<file path="src/design/periodic_task_dispatcher_top_assert.svh">
// ----------------------------------------------------------------------------
// Assertion macros for the periodic task dispatcher
// Each macro expands to one concurrent assertion clocked on clk and
// disabled while arst_n is low.
// ----------------------------------------------------------------------------
`ifndef PERIODIC_TASK_DISPATCHER_TOP_ASSERT_SVH
`define PERIODIC_TASK_DISPATCHER_TOP_ASSERT_SVH

// Consequent must hold in the same cycle as the antecedent.
`define PTD_ASSERT_SAME(name, ante, cons, msg) \
	name: assert property (@(posedge clk) disable iff (!arst_n) (ante) |-> (cons)) \
		else $error(msg);

// Consequent must hold in the cycle after the antecedent.
`define PTD_ASSERT_NEXT(name, ante, cons, msg) \
	name: assert property (@(posedge clk) disable iff (!arst_n) (ante) |=> (cons)) \
		else $error(msg);

`endif

</file>
<file path="src/design/ptd_pkg.sv">
// ----------------------------------------------------------------------------
// ptd_pkg
// Shared types and constants of the periodic task dispatcher.
// ----------------------------------------------------------------------------
package ptd_pkg;

	// Operation codes; OP_NONE also marks a registration that is out of range.
	typedef enum logic [1:0] {
		OP_TICK     = 2'd0,
		OP_DISPATCH = 2'd1,
		OP_REGISTER = 2'd2,
		OP_NONE     = 2'd3
	} op_t;

	typedef struct packed {
		op_t         op;
		logic [1:0]  grp;
		logic [3:0]  tsk;
		logic [15:0] period;
		logic [15:0] first;
	} cmd_t;

	localparam logic [1:0] QUEUE_DEPTH = 2'd2;

endpackage

</file>
<file path="src/design/ptd_ram.sv">
// ----------------------------------------------------------------------------
// ptd_ram
// Generic single write port, single read port RAM with registered read.
// ----------------------------------------------------------------------------
module ptd_ram #(
	parameter int WIDTH = 32,
	parameter int DEPTH = 64
) (
	input  logic                     clk,
	input  logic                     we,
	input  logic [$clog2(DEPTH)-1:0] waddr,
	input  logic [WIDTH-1:0]         wdata,
	input  logic [$clog2(DEPTH)-1:0] raddr,
	output logic [WIDTH-1:0]         rdata
);

	logic [WIDTH-1:0] mem_q [DEPTH];
	logic [WIDTH-1:0] rdata_q;

	always_ff @(posedge clk) begin
		if (we) begin
			mem_q[waddr] <= wdata;
		end
		rdata_q <= mem_q[raddr];
	end

	assign rdata = rdata_q;

endmodule

</file>
<file path="src/design/ptd_front.sv">
// ----------------------------------------------------------------------------
// ptd_front
// Accepts command beats, classifies them and holds them in a short queue.
// ----------------------------------------------------------------------------
`include "periodic_task_dispatcher_top_assert.svh"

module ptd_front #(
	parameter int GROUP_COUNT     = 4,
	parameter int TASKS_PER_GROUP = 16
) (
	input  logic               clk,
	input  logic               arst_n,
	input  logic               cmd_valid,
	output logic               cmd_stall,
	input  logic [1:0]         operation,
	input  logic [1:0]         group_sel,
	input  logic [3:0]         task_sel,
	input  logic [15:0]        period_ticks,
	input  logic [15:0]        first_tick,
	output logic               q_valid,
	output ptd_pkg::cmd_t      q_cmd,
	input  logic               pop
);

	ptd_pkg::cmd_t q_q [2];
	logic          wr_q;
	logic          rd_q;
	logic [1:0]    cnt_q;
	logic          push;
	ptd_pkg::cmd_t cls;

	// A registration aimed outside the table is turned into a no-op here.
	always_comb begin
		cls.op     = ptd_pkg::op_t'(operation);
		cls.grp    = group_sel;
		cls.tsk    = task_sel;
		cls.period = period_ticks;
		cls.first  = first_tick;
		if (operation == ptd_pkg::OP_REGISTER &&
			!((32'(group_sel) < GROUP_COUNT) && (32'(task_sel) < TASKS_PER_GROUP))) begin
			cls.op = ptd_pkg::OP_NONE;
		end
	end

	assign cmd_stall = (cnt_q == ptd_pkg::QUEUE_DEPTH);
	assign push      = cmd_valid && !cmd_stall;
	assign q_valid   = (cnt_q != 2'd0);
	assign q_cmd     = q_q[rd_q];

	always_ff @(posedge clk or negedge arst_n) begin
		if (!arst_n) begin
			wr_q  <= 1'b0;
			rd_q  <= 1'b0;
			cnt_q <= 2'd0;
		end else begin
			if (push) begin
				wr_q <= ~wr_q;
			end
			if (pop) begin
				rd_q <= ~rd_q;
			end
			if (push && !pop) begin
				cnt_q <= cnt_q + 2'd1;
			end else if (pop && !push) begin
				cnt_q <= cnt_q - 2'd1;
			end
		end
	end

	always_ff @(posedge clk) begin
		if (push) begin
			q_q[wr_q] <= cls;
		end
	end

	`PTD_ASSERT_SAME(a_pop_nonempty, pop, cnt_q != 2'd0, "pop from an empty queue")
	`PTD_ASSERT_NEXT(a_fill_bound, 1'b1, cnt_q <= ptd_pkg::QUEUE_DEPTH, "queue overfilled")
	`PTD_ASSERT_NEXT(a_push_counted, push && !pop, cnt_q != 2'd0, "pushed beat was not counted")

endmodule

</file>
<file path="src/design/ptd_back.sv">
// ----------------------------------------------------------------------------
// ptd_back
// Executes queued commands: enrollment, the tick walk over the task table
// and the priority dispatch. Drives the result register.
// ----------------------------------------------------------------------------
`include "periodic_task_dispatcher_top_assert.svh"

module ptd_back #(
	parameter int GROUP_COUNT       = 4,
	parameter int BACKGROUND_GROUPS = 1,
	parameter int TASKS_PER_GROUP   = 16,
	parameter int START_WINDOW      = 5
) (
	input  logic          clk,
	input  logic          arst_n,
	input  logic          q_valid,
	input  ptd_pkg::cmd_t q_cmd,
	output logic          pop,
	output logic          rsp_valid,
	input  logic          rsp_stall,
	output logic          dispatched,
	output logic [1:0]    run_group,
	output logic [3:0]    run_task
);

	localparam int FG     = (GROUP_COUNT > BACKGROUND_GROUPS) ?
	                        (GROUP_COUNT - BACKGROUND_GROUPS) : 0;
	localparam int GW     = $clog2(GROUP_COUNT);
	localparam int TW     = $clog2(TASKS_PER_GROUP);
	localparam int SLOTS  = GROUP_COUNT * TASKS_PER_GROUP;
	localparam int SW     = $clog2(SLOTS);
	localparam int LAST_G = (FG > 0) ? (FG - 1) : 0;

	typedef enum logic [5:0] {
		S_IDLE   = 6'b000001,
		S_TICK   = 6'b000010,
		S_FIND   = 6'b000100,
		S_PICK   = 6'b001000,
		S_CHK    = 6'b010000,
		S_RESULT = 6'b100000
	} state_t;

	state_t st_q;
	logic [15:0] tick_q;
	logic [GW-1:0] pg_q;
	logic [TW-1:0] pt_q;
	logic [GW-1:0] fg_q;
	logic [GROUP_COUNT-1:0][TASKS_PER_GROUP-1:0] enr_q;
	logic [GROUP_COUNT-1:0][TASKS_PER_GROUP-1:0] act_q;
	logic [GROUP_COUNT-1:0][TASKS_PER_GROUP-1:0] pend_q;
	logic       res_disp_q;
	logic [1:0] res_grp_q;
	logic [3:0] res_tsk_q;
	logic       rsp_valid_q;
	logic       disp_q;
	logic [1:0] rgrp_q;
	logic [3:0] rtsk_q;

	logic [GW-1:0] nx_g;
	logic [TW-1:0] nx_t;
	logic          walk_last;
	logic [GW-1:0] gsel;
	logic          gany;
	logic [TW-1:0] lb_idx;
	logic          ram_we;
	logic [SW-1:0] ram_waddr;
	logic [31:0]   ram_wdata;
	logic [SW-1:0] ram_raddr;
	logic [31:0]   ram_rdata;
	logic [15:0]   rd_period;
	logic [15:0]   rd_start;
	logic [15:0]   elapsed;
	logic [GW-1:0] reg_g;
	logic [TW-1:0] reg_t;
	logic          reg_fg;
	logic          tick_due;
	logic          out_free;

	assign rd_period = ram_rdata[31:16];
	assign rd_start  = ram_rdata[15:0];
	assign elapsed   = tick_q - rd_start;
	assign reg_g     = GW'(q_cmd.grp);
	assign reg_t     = TW'(q_cmd.tsk);
	assign reg_fg    = (32'(reg_g) < FG);
	assign pop       = (st_q == S_IDLE) && q_valid;
	assign out_free  = !rsp_valid_q || !rsp_stall;

	// Walk order over the foreground part of the table: task bit fastest.
	always_comb begin
		nx_g = pg_q;
		nx_t = pt_q + TW'(1);
		if (pt_q == TW'(TASKS_PER_GROUP - 1)) begin
			nx_t = '0;
			nx_g = pg_q + GW'(1);
		end
	end
	assign walk_last = (pg_q == GW'(LAST_G)) && (pt_q == TW'(TASKS_PER_GROUP - 1));

	// A periodic task that is not waiting on its start window is due once a
	// full period has elapsed.
	assign tick_due = enr_q[pg_q][pt_q] && !pend_q[pg_q][pt_q] && (elapsed >= rd_period);

	always_comb begin
		gsel = '0;
		gany = 1'b0;
		for (int g = GROUP_COUNT - 1; g >= 0; g--) begin
			if (|act_q[g]) begin
				gsel = GW'(g);
				gany = 1'b1;
			end
		end
	end

	always_comb begin
		lb_idx = '0;
		for (int t = TASKS_PER_GROUP - 1; t >= 0; t--) begin
			if (act_q[fg_q][t]) begin
				lb_idx = TW'(t);
			end
		end
	end

	always_comb begin
		ram_we    = 1'b0;
		ram_waddr = SW'(SW'(pg_q) * SW'(TASKS_PER_GROUP) + SW'(pt_q));
		ram_wdata = {rd_period, rd_start + rd_period};
		if (pop && q_cmd.op == ptd_pkg::OP_REGISTER) begin
			ram_we    = 1'b1;
			ram_waddr = SW'(SW'(reg_g) * SW'(TASKS_PER_GROUP) + SW'(reg_t));
			ram_wdata = {q_cmd.period, q_cmd.first};
		end else if (st_q == S_TICK && tick_due) begin
			ram_we = 1'b1;
		end
	end

	always_comb begin
		unique case (st_q)
			S_IDLE:  ram_raddr = '0;
			S_PICK:  ram_raddr = SW'(SW'(fg_q) * SW'(TASKS_PER_GROUP) + SW'(lb_idx));
			default: ram_raddr = SW'(SW'(nx_g) * SW'(TASKS_PER_GROUP) + SW'(nx_t));
		endcase
	end

	ptd_ram #(
		.WIDTH(32),
		.DEPTH(SLOTS)
	) u_table (
		.clk   (clk),
		.we    (ram_we),
		.waddr (ram_waddr),
		.wdata (ram_wdata),
		.raddr (ram_raddr),
		.rdata (ram_rdata)
	);

	always_ff @(posedge clk or negedge arst_n) begin
		if (!arst_n) begin
			st_q        <= S_IDLE;
			tick_q      <= '0;
			pg_q        <= '0;
			pt_q        <= '0;
			fg_q        <= '0;
			enr_q       <= '0;
			act_q       <= '0;
			pend_q      <= '0;
			rsp_valid_q <= 1'b0;
		end else begin
			unique case (st_q)
				S_IDLE: begin
					if (q_valid) begin
						unique case (q_cmd.op)
							ptd_pkg::OP_TICK: begin
								tick_q <= tick_q + 16'd1;
								pg_q   <= '0;
								pt_q   <= '0;
								st_q   <= (FG > 0) ? S_TICK : S_RESULT;
							end
							ptd_pkg::OP_DISPATCH: begin
								st_q <= S_FIND;
							end
							ptd_pkg::OP_REGISTER: begin
								enr_q[reg_g][reg_t] <= 1'b1;
								if (reg_fg) begin
									pend_q[reg_g][reg_t] <= 1'b1;
								end
								st_q <= S_RESULT;
							end
							ptd_pkg::OP_NONE: begin
								st_q <= S_RESULT;
							end
						endcase
					end
				end
				S_TICK: begin
					if (enr_q[pg_q][pt_q] && pend_q[pg_q][pt_q]) begin
						if (elapsed <= 16'(START_WINDOW)) begin
							pend_q[pg_q][pt_q] <= 1'b0;
							act_q[pg_q][pt_q]  <= 1'b1;
						end
					end else if (tick_due) begin
						act_q[pg_q][pt_q] <= 1'b1;
					end
					if (walk_last) begin
						st_q <= S_RESULT;
					end else begin
						pg_q <= nx_g;
						pt_q <= nx_t;
					end
				end
				S_FIND: begin
					if (gany) begin
						fg_q <= gsel;
						st_q <= S_PICK;
					end else begin
						// Nothing runnable: reload the background groups.
						for (int g = FG; g < GROUP_COUNT; g++) begin
							act_q[g] <= enr_q[g];
						end
						st_q <= S_RESULT;
					end
				end
				S_PICK: begin
					pt_q <= lb_idx;
					st_q <= S_CHK;
				end
				S_CHK: begin
					act_q[fg_q][pt_q] <= 1'b0;
					if ((32'(fg_q) < FG) && rd_period == 16'd0) begin
						enr_q[fg_q][pt_q] <= 1'b0;
					end
					st_q <= S_RESULT;
				end
				S_RESULT: begin
					if (out_free) begin
						st_q <= S_IDLE;
					end
				end
				default: st_q <= S_IDLE;
			endcase

			if (st_q == S_RESULT && out_free) begin
				rsp_valid_q <= 1'b1;
			end else if (rsp_valid_q && !rsp_stall) begin
				rsp_valid_q <= 1'b0;
			end
		end
	end

	always_ff @(posedge clk) begin
		if (pop) begin
			res_disp_q <= 1'b0;
			res_grp_q  <= 2'd0;
			res_tsk_q  <= 4'd0;
		end else if (st_q == S_CHK) begin
			res_disp_q <= 1'b1;
			res_grp_q  <= 2'(fg_q);
			res_tsk_q  <= 4'(pt_q);
		end
		if (st_q == S_RESULT && out_free) begin
			disp_q <= res_disp_q;
			rgrp_q <= res_grp_q;
			rtsk_q <= res_tsk_q;
		end
	end

	assign rsp_valid  = rsp_valid_q;
	assign dispatched = disp_q;
	assign run_group  = rgrp_q;
	assign run_task   = rtsk_q;

	`PTD_ASSERT_SAME(a_chk_active, st_q == S_CHK, act_q[fg_q][pt_q], "picked task is not active")
	`PTD_ASSERT_SAME(a_walk_fg, st_q == S_TICK, 32'(pg_q) < FG, "tick walk left the foreground")
	`PTD_ASSERT_NEXT(a_find_next, st_q == S_FIND, st_q == S_PICK || st_q == S_RESULT,
		"dispatch search went astray")

endmodule

</file>
<file path="src/design/periodic_task_dispatcher_top.sv">
// ----------------------------------------------------------------------------
// periodic_task_dispatcher_top
// Priority task scheduler: enrolls tasks, activates due tasks on each tick
// and hands out the highest priority active task on each dispatch request.
// ----------------------------------------------------------------------------
// Every command beat gives exactly one result beat, in order. Commands enter a
// two-beat queue, so the command side can take beats while a result waits to
// be taken, until the queue is full. In the execution unit a registration or
// an unknown command goes from idle to the result state, a dispatch request
// passes the find, pick and check states (find goes straight to the result
// state when no task is active), and a tick walks the foreground task table
// one entry per cycle through the single read port of the start/period RAM.
// While a result is stalled, the execution unit waits in its result state.

module periodic_task_dispatcher_top #(
	parameter int GROUP_COUNT       = 4,
	parameter int BACKGROUND_GROUPS = 1,
	parameter int TASKS_PER_GROUP   = 16,
	parameter int START_WINDOW      = 5
) (
	input  logic        clk,
	input  logic        arst_n,
	input  logic        cmd_valid,
	output logic        cmd_stall,
	input  logic [1:0]  operation,
	input  logic [1:0]  group_sel,
	input  logic [3:0]  task_sel,
	input  logic [15:0] period_ticks,
	input  logic [15:0] first_tick,
	output logic        rsp_valid,
	input  logic        rsp_stall,
	output logic        dispatched,
	output logic [1:0]  run_group,
	output logic [3:0]  run_task
);

	logic          q_valid;
	ptd_pkg::cmd_t q_cmd;
	logic          pop;

	ptd_front #(
		.GROUP_COUNT     (GROUP_COUNT),
		.TASKS_PER_GROUP (TASKS_PER_GROUP)
	) u_front (
		.clk          (clk),
		.arst_n       (arst_n),
		.cmd_valid    (cmd_valid),
		.cmd_stall    (cmd_stall),
		.operation    (operation),
		.group_sel    (group_sel),
		.task_sel     (task_sel),
		.period_ticks (period_ticks),
		.first_tick   (first_tick),
		.q_valid      (q_valid),
		.q_cmd        (q_cmd),
		.pop          (pop)
	);

	ptd_back #(
		.GROUP_COUNT       (GROUP_COUNT),
		.BACKGROUND_GROUPS (BACKGROUND_GROUPS),
		.TASKS_PER_GROUP   (TASKS_PER_GROUP),
		.START_WINDOW      (START_WINDOW)
	) u_back (
		.clk        (clk),
		.arst_n     (arst_n),
		.q_valid    (q_valid),
		.q_cmd      (q_cmd),
		.pop        (pop),
		.rsp_valid  (rsp_valid),
		.rsp_stall  (rsp_stall),
		.dispatched (dispatched),
		.run_group  (run_group),
		.run_task   (run_task)
	);

endmodule
</file>
<file path="config.mk">
export PLATFORM = sky130hd
export DESIGN_NAME = periodic_task_dispatcher_top
export DESIGN_NICKNAME = d
export VERILOG_FILES = /design/src/design/ptd_pkg.sv /design/src/design/ptd_ram.sv /design/src/design/ptd_front.sv /design/src/design/ptd_back.sv /design/src/design/periodic_task_dispatcher_top.sv
export VERILOG_INCLUDE_DIRS = /design/src /design/src/design
export SDC_FILE = /design/constraint.sdc
export NUM_CORES = 2
export LEC_CHECK = 0
export BUFFER_PORTS_ARGS = -buffer_cell sky130_fd_sc_hd__buf_2
export CORE_ASPECT_RATIO = 0.8
export CORE_UTILIZATION = 55
export DETAILED_ROUTE_END_ITERATION = 10
export PLACE_DENSITY = 0.71
export SYNTH_ARGS = -nofsm -noshare
export SYNTH_HDL_FRONTEND = slang
export SYNTH_HIERARCHICAL = 1
export SYNTH_SLANG_ARGS = --single-unit
</file>
<file path="constraint.sdc">
create_clock -name clk -period 9.12 [get_ports clk]
set_input_delay 1.824 -clock clk [delete_from_list [all_inputs] [get_ports clk]]
set_output_delay 1.824 -clock clk [all_outputs]
set_load 0.01 [all_outputs]
</file>
==> impl_metrics.tcl <==
set metrics [dict create \
    period_needed_ps 6460 \
    rsz0062_at_grt "no" \
    ys_seq_area_frac 0.731 \
    initial_core_util 0.554 \
    dr_total_vias 53700 \
    synth-seq-cells 2401 \
    drcViolationCount 0 \
    antenna_left 0 \
    synth_edf_count 2135 \
    netlist_area_um2 96600 \
    fillers 12000 \
    internal-power_mw 25.9 \
    fp.coreArea_um2 174000 \
    path_max_fanout 32 \
    grt.overflow.total 0 \
    tightest_slew_ps 1370 \
    max_cap_violations 0 \
    post_cts_buffers 0 \
    h-tree-depth 4 \
    drt_iter0_drc 7992 \
    final_common_cell "edfxtp_1" \
    place_ws_ps 2850 \
    antenna_found_initial 23 \
    p_per_area_nw_per_um2 388 \
    place_congestion 0.955 \
    worstSetupPathType "reg2reg" \
    grt_pass1_wl_um 374000 \
    synth_cell_type_count 84 \
    grt_max_degree 119 \
    die_h_um 377 \
    root_buffer "clkbuf_16" \
    whs_path_depth 0 \
    ios 53 \
    yosysTopAreaCell "edfxtp_1" \
    clkSinkCount 2401 \
    die_x_um 471 \
    whs_endpoint "u_back/run_task[2]" \
    finalHoldViolations 0 \
    synth_nets 5401 \
    grt_pass1_vias 51400 \
    power_frac_seq 0.397 \
    crit_chain "buf_4 > mux4_2 > a22o_1 > a221oi_2 > o22ai_1 > a211oi_2 > nand4_1 > nand2_1 > nor2b_1 > nand3_1 > nor2_4" \
    viasPerCell 6.82 \
    rows 137 \
    drt-total-wl_um 263000 \
    cts_resized 0 \
    synth_top_area_frac 0.664 \
    numPortBuffers 52 \
    p_leak_nw 35.1 \
    slew_violations 0 \
    critPathLaunchType "register" \
    synthCells 5299 \
    clk_latency_ps 870 \
    clk_pin_slew_ps 60 \
    cts_buffers 216 \
    hp-class "reg2reg" \
    reg2reg_slack_ps 2660 \
    status "complete, no violations" \
    setup_tns_ps 0 \
    crit_required_ps 9550 \
    dp_hpwl_um 158000 \
    r2r_start "u_back/pg_q[0]" \
    syn_avg_cell_area_um2 18.2 \
    drive_above_1_share 0.217 \
    layout_common_cells "edfxtp_1, mux4_2, nand2_1" \
    async_flop_share 0.0945 \
    power.switching_mw 15.7 \
    swShare 0.378 \
    final_util 0.614 \
    area_growth_pct 10.9 \
    setup_viol 0 \
    r2r_end "u_back/u_table/mem_q[53][19]" \
    post_drt_wl_per_cell_um 33.5 \
    rr_worst_depth 11 \
    place_area_um2 100000 \
    design_area_um2 107000 \
    grt_usage 0.297 \
    p_comb_frac 0.387 \
    timing.max_slew.rel_slack 0.0757 \
    cts_tree "yes" \
    slowest_delay_ps 1100 \
    synth_ff_type "edfxtp_1" \
    cp_data_arrival_time_ps 6890 \
    max_freq_ghz 0.155 \
    vdd_ir_drop_max_uv 680 \
    power_frac_clock 0.216 \
    cpMaxStageDelayCell "nor2_4" \
    die-area_um2 177000 \
    dr.pass1.iters 6 \
    synthTopCellsByArea "edfxtp_1, mux4_2, dfrtp_1" \
    hold_buffers 0 \
    min_period_over_period 0.709 \
    layout_setup_ws_ps 2660 \
    ys_warn_count 6 \
    min_from "u_back/res_tsk_q[2]" \
    skew_ps 69.9 \
    cts.path.max_buffers 3 \
    crit_path_end_kind "register" \
    nNetsFinal 5490 \
]
[critical path: cells and delay by family, from the launching register on]
family	cells	cell delay (ps)
AO/OA/AOI/OAI	4	1120
buffers and inverters	1	450
flip-flops	1	850
multiplexers	1	550
AND/OR/NAND/NOR	5	3030
[cell usage after synthesis, drive strengths merged, types with 10 or more instances]
master and count:
nor2b 41, nor2 148, o21a 35, o211ai 19
nor3b 10, o22ai 72, mux2i 128, nor3 34
nor4 25, o221ai 46, dfrtp 226, and3 27
a21oi 116, a22oi 94, a31oi 29, buf 143
a21o 42, mux4 494, a211oi 28, mux2 61
or3 10, and2 28, dfxtp 39, nand2b 25
or2 14, nand4 56, xnor2 23, clkbuf 169
nand2 321, inv 76, a221oi 10, o21ai 263
nand3 140, ha 56, xor2 15, edfxtp 2135
[kinds of logic after synthesis]
family | share of synthesized area
flip-flops | 0.731
multiplexers | 0.137
adder cells (fa/ha/maj) | 0.00767
AO/OA/AOI/OAI | 0.0552
buffers and inverters | 0.0205
AND/OR/NAND/NOR | 0.0454
XOR/XNOR | 0.00345
[flip-flops by register name, summed over array words and instances (netlist names), 2 cells and up]
signal and cells:
u_back/st_q 6, u_back/res_grp_q 2, u_back/run_task 4, u_back/pt_q 4, u_back/enr_q 64, u_back/res_tsk_q 4
u_back/fg_q 2, u_back/run_group 2, u_back/u_table/mem_q 2048, u_front/q_q 80, u_back/u_table/rdata 32, u_back/pend_q 64
u_back/pg_q 2, u_back/act_q 64, u_back/tick_q 16, u_front/cnt_q 2
[how the worst max path moves through the flow]
stage	startpoint	to	slack, ps	depth (start not counted)
2_1_floorplan	u_back/tick_q[0]	u_back/u_table/mem_q[44][0]	3120	18
3_3_place_gp	u_back/fg_q[1]	u_back/u_table/rdata[11]	2870	13
3_5_place_dp	u_back/pg_q[0]	u_back/u_table/mem_q[5][22]	2850	11
4_1_cts	u_back/pg_q[0]	u_back/u_table/mem_q[5][18]	2830	11
5_1_grt	u_back/pg_q[0]	u_back/u_table/mem_q[53][8]	2540	11
6_report	u_back/pg_q[0]	u_back/u_table/mem_q[53][19]	2660	11
[power by group through the flow]
stage	sequential, mW	combinational [mW]	clock (mW)
after CTS	16.5	15.9	9.06
after global routing	16.5	16.7	9.49
after global placement	16.7	15.5	0
after floorplan	16.9	9.02	0
final	16.5	16.1	8.99
after detailed placement	16.7	15.8	0
[metal layers]
metal / global-route usage / share of wire / vias up
met5: 0 / 0.00044 / -
met1: 0.436 / 0.39 / 27900
met4: 0.106 / 0.037 / 16
met3: 0.0892 / 0.14 / 502
li1: - / - / 21600
met2: 0.424 / 0.44 / 3674
[stage by stage]
step           hold WS, ps  total power, mW  instances
3_5_place_dp           416             32.5       7463
5_1_grt                440             42.7       7859
4_1_cts                429             41.4       7858
6_report               429             41.6       7866
2_1_floorplan          408             26.0       5299
3_3_place_gp           414             32.2       7463
[area by class of cell]
cell class	instances	area, um2	area share
antenna	8	20.0	0.000187
clock buffer	287	5870	0.0548
clock inverter	108	1080	0.0101
inverter	77	289	0.00270
multi-input combinational	2508	25000	0.234
sequential	2401	70600	0.659
tap	2293	2870	0.0268
timing repair buffer	184	1370	0.0128
No activity file was read; power rests on OpenSTA's default activity.
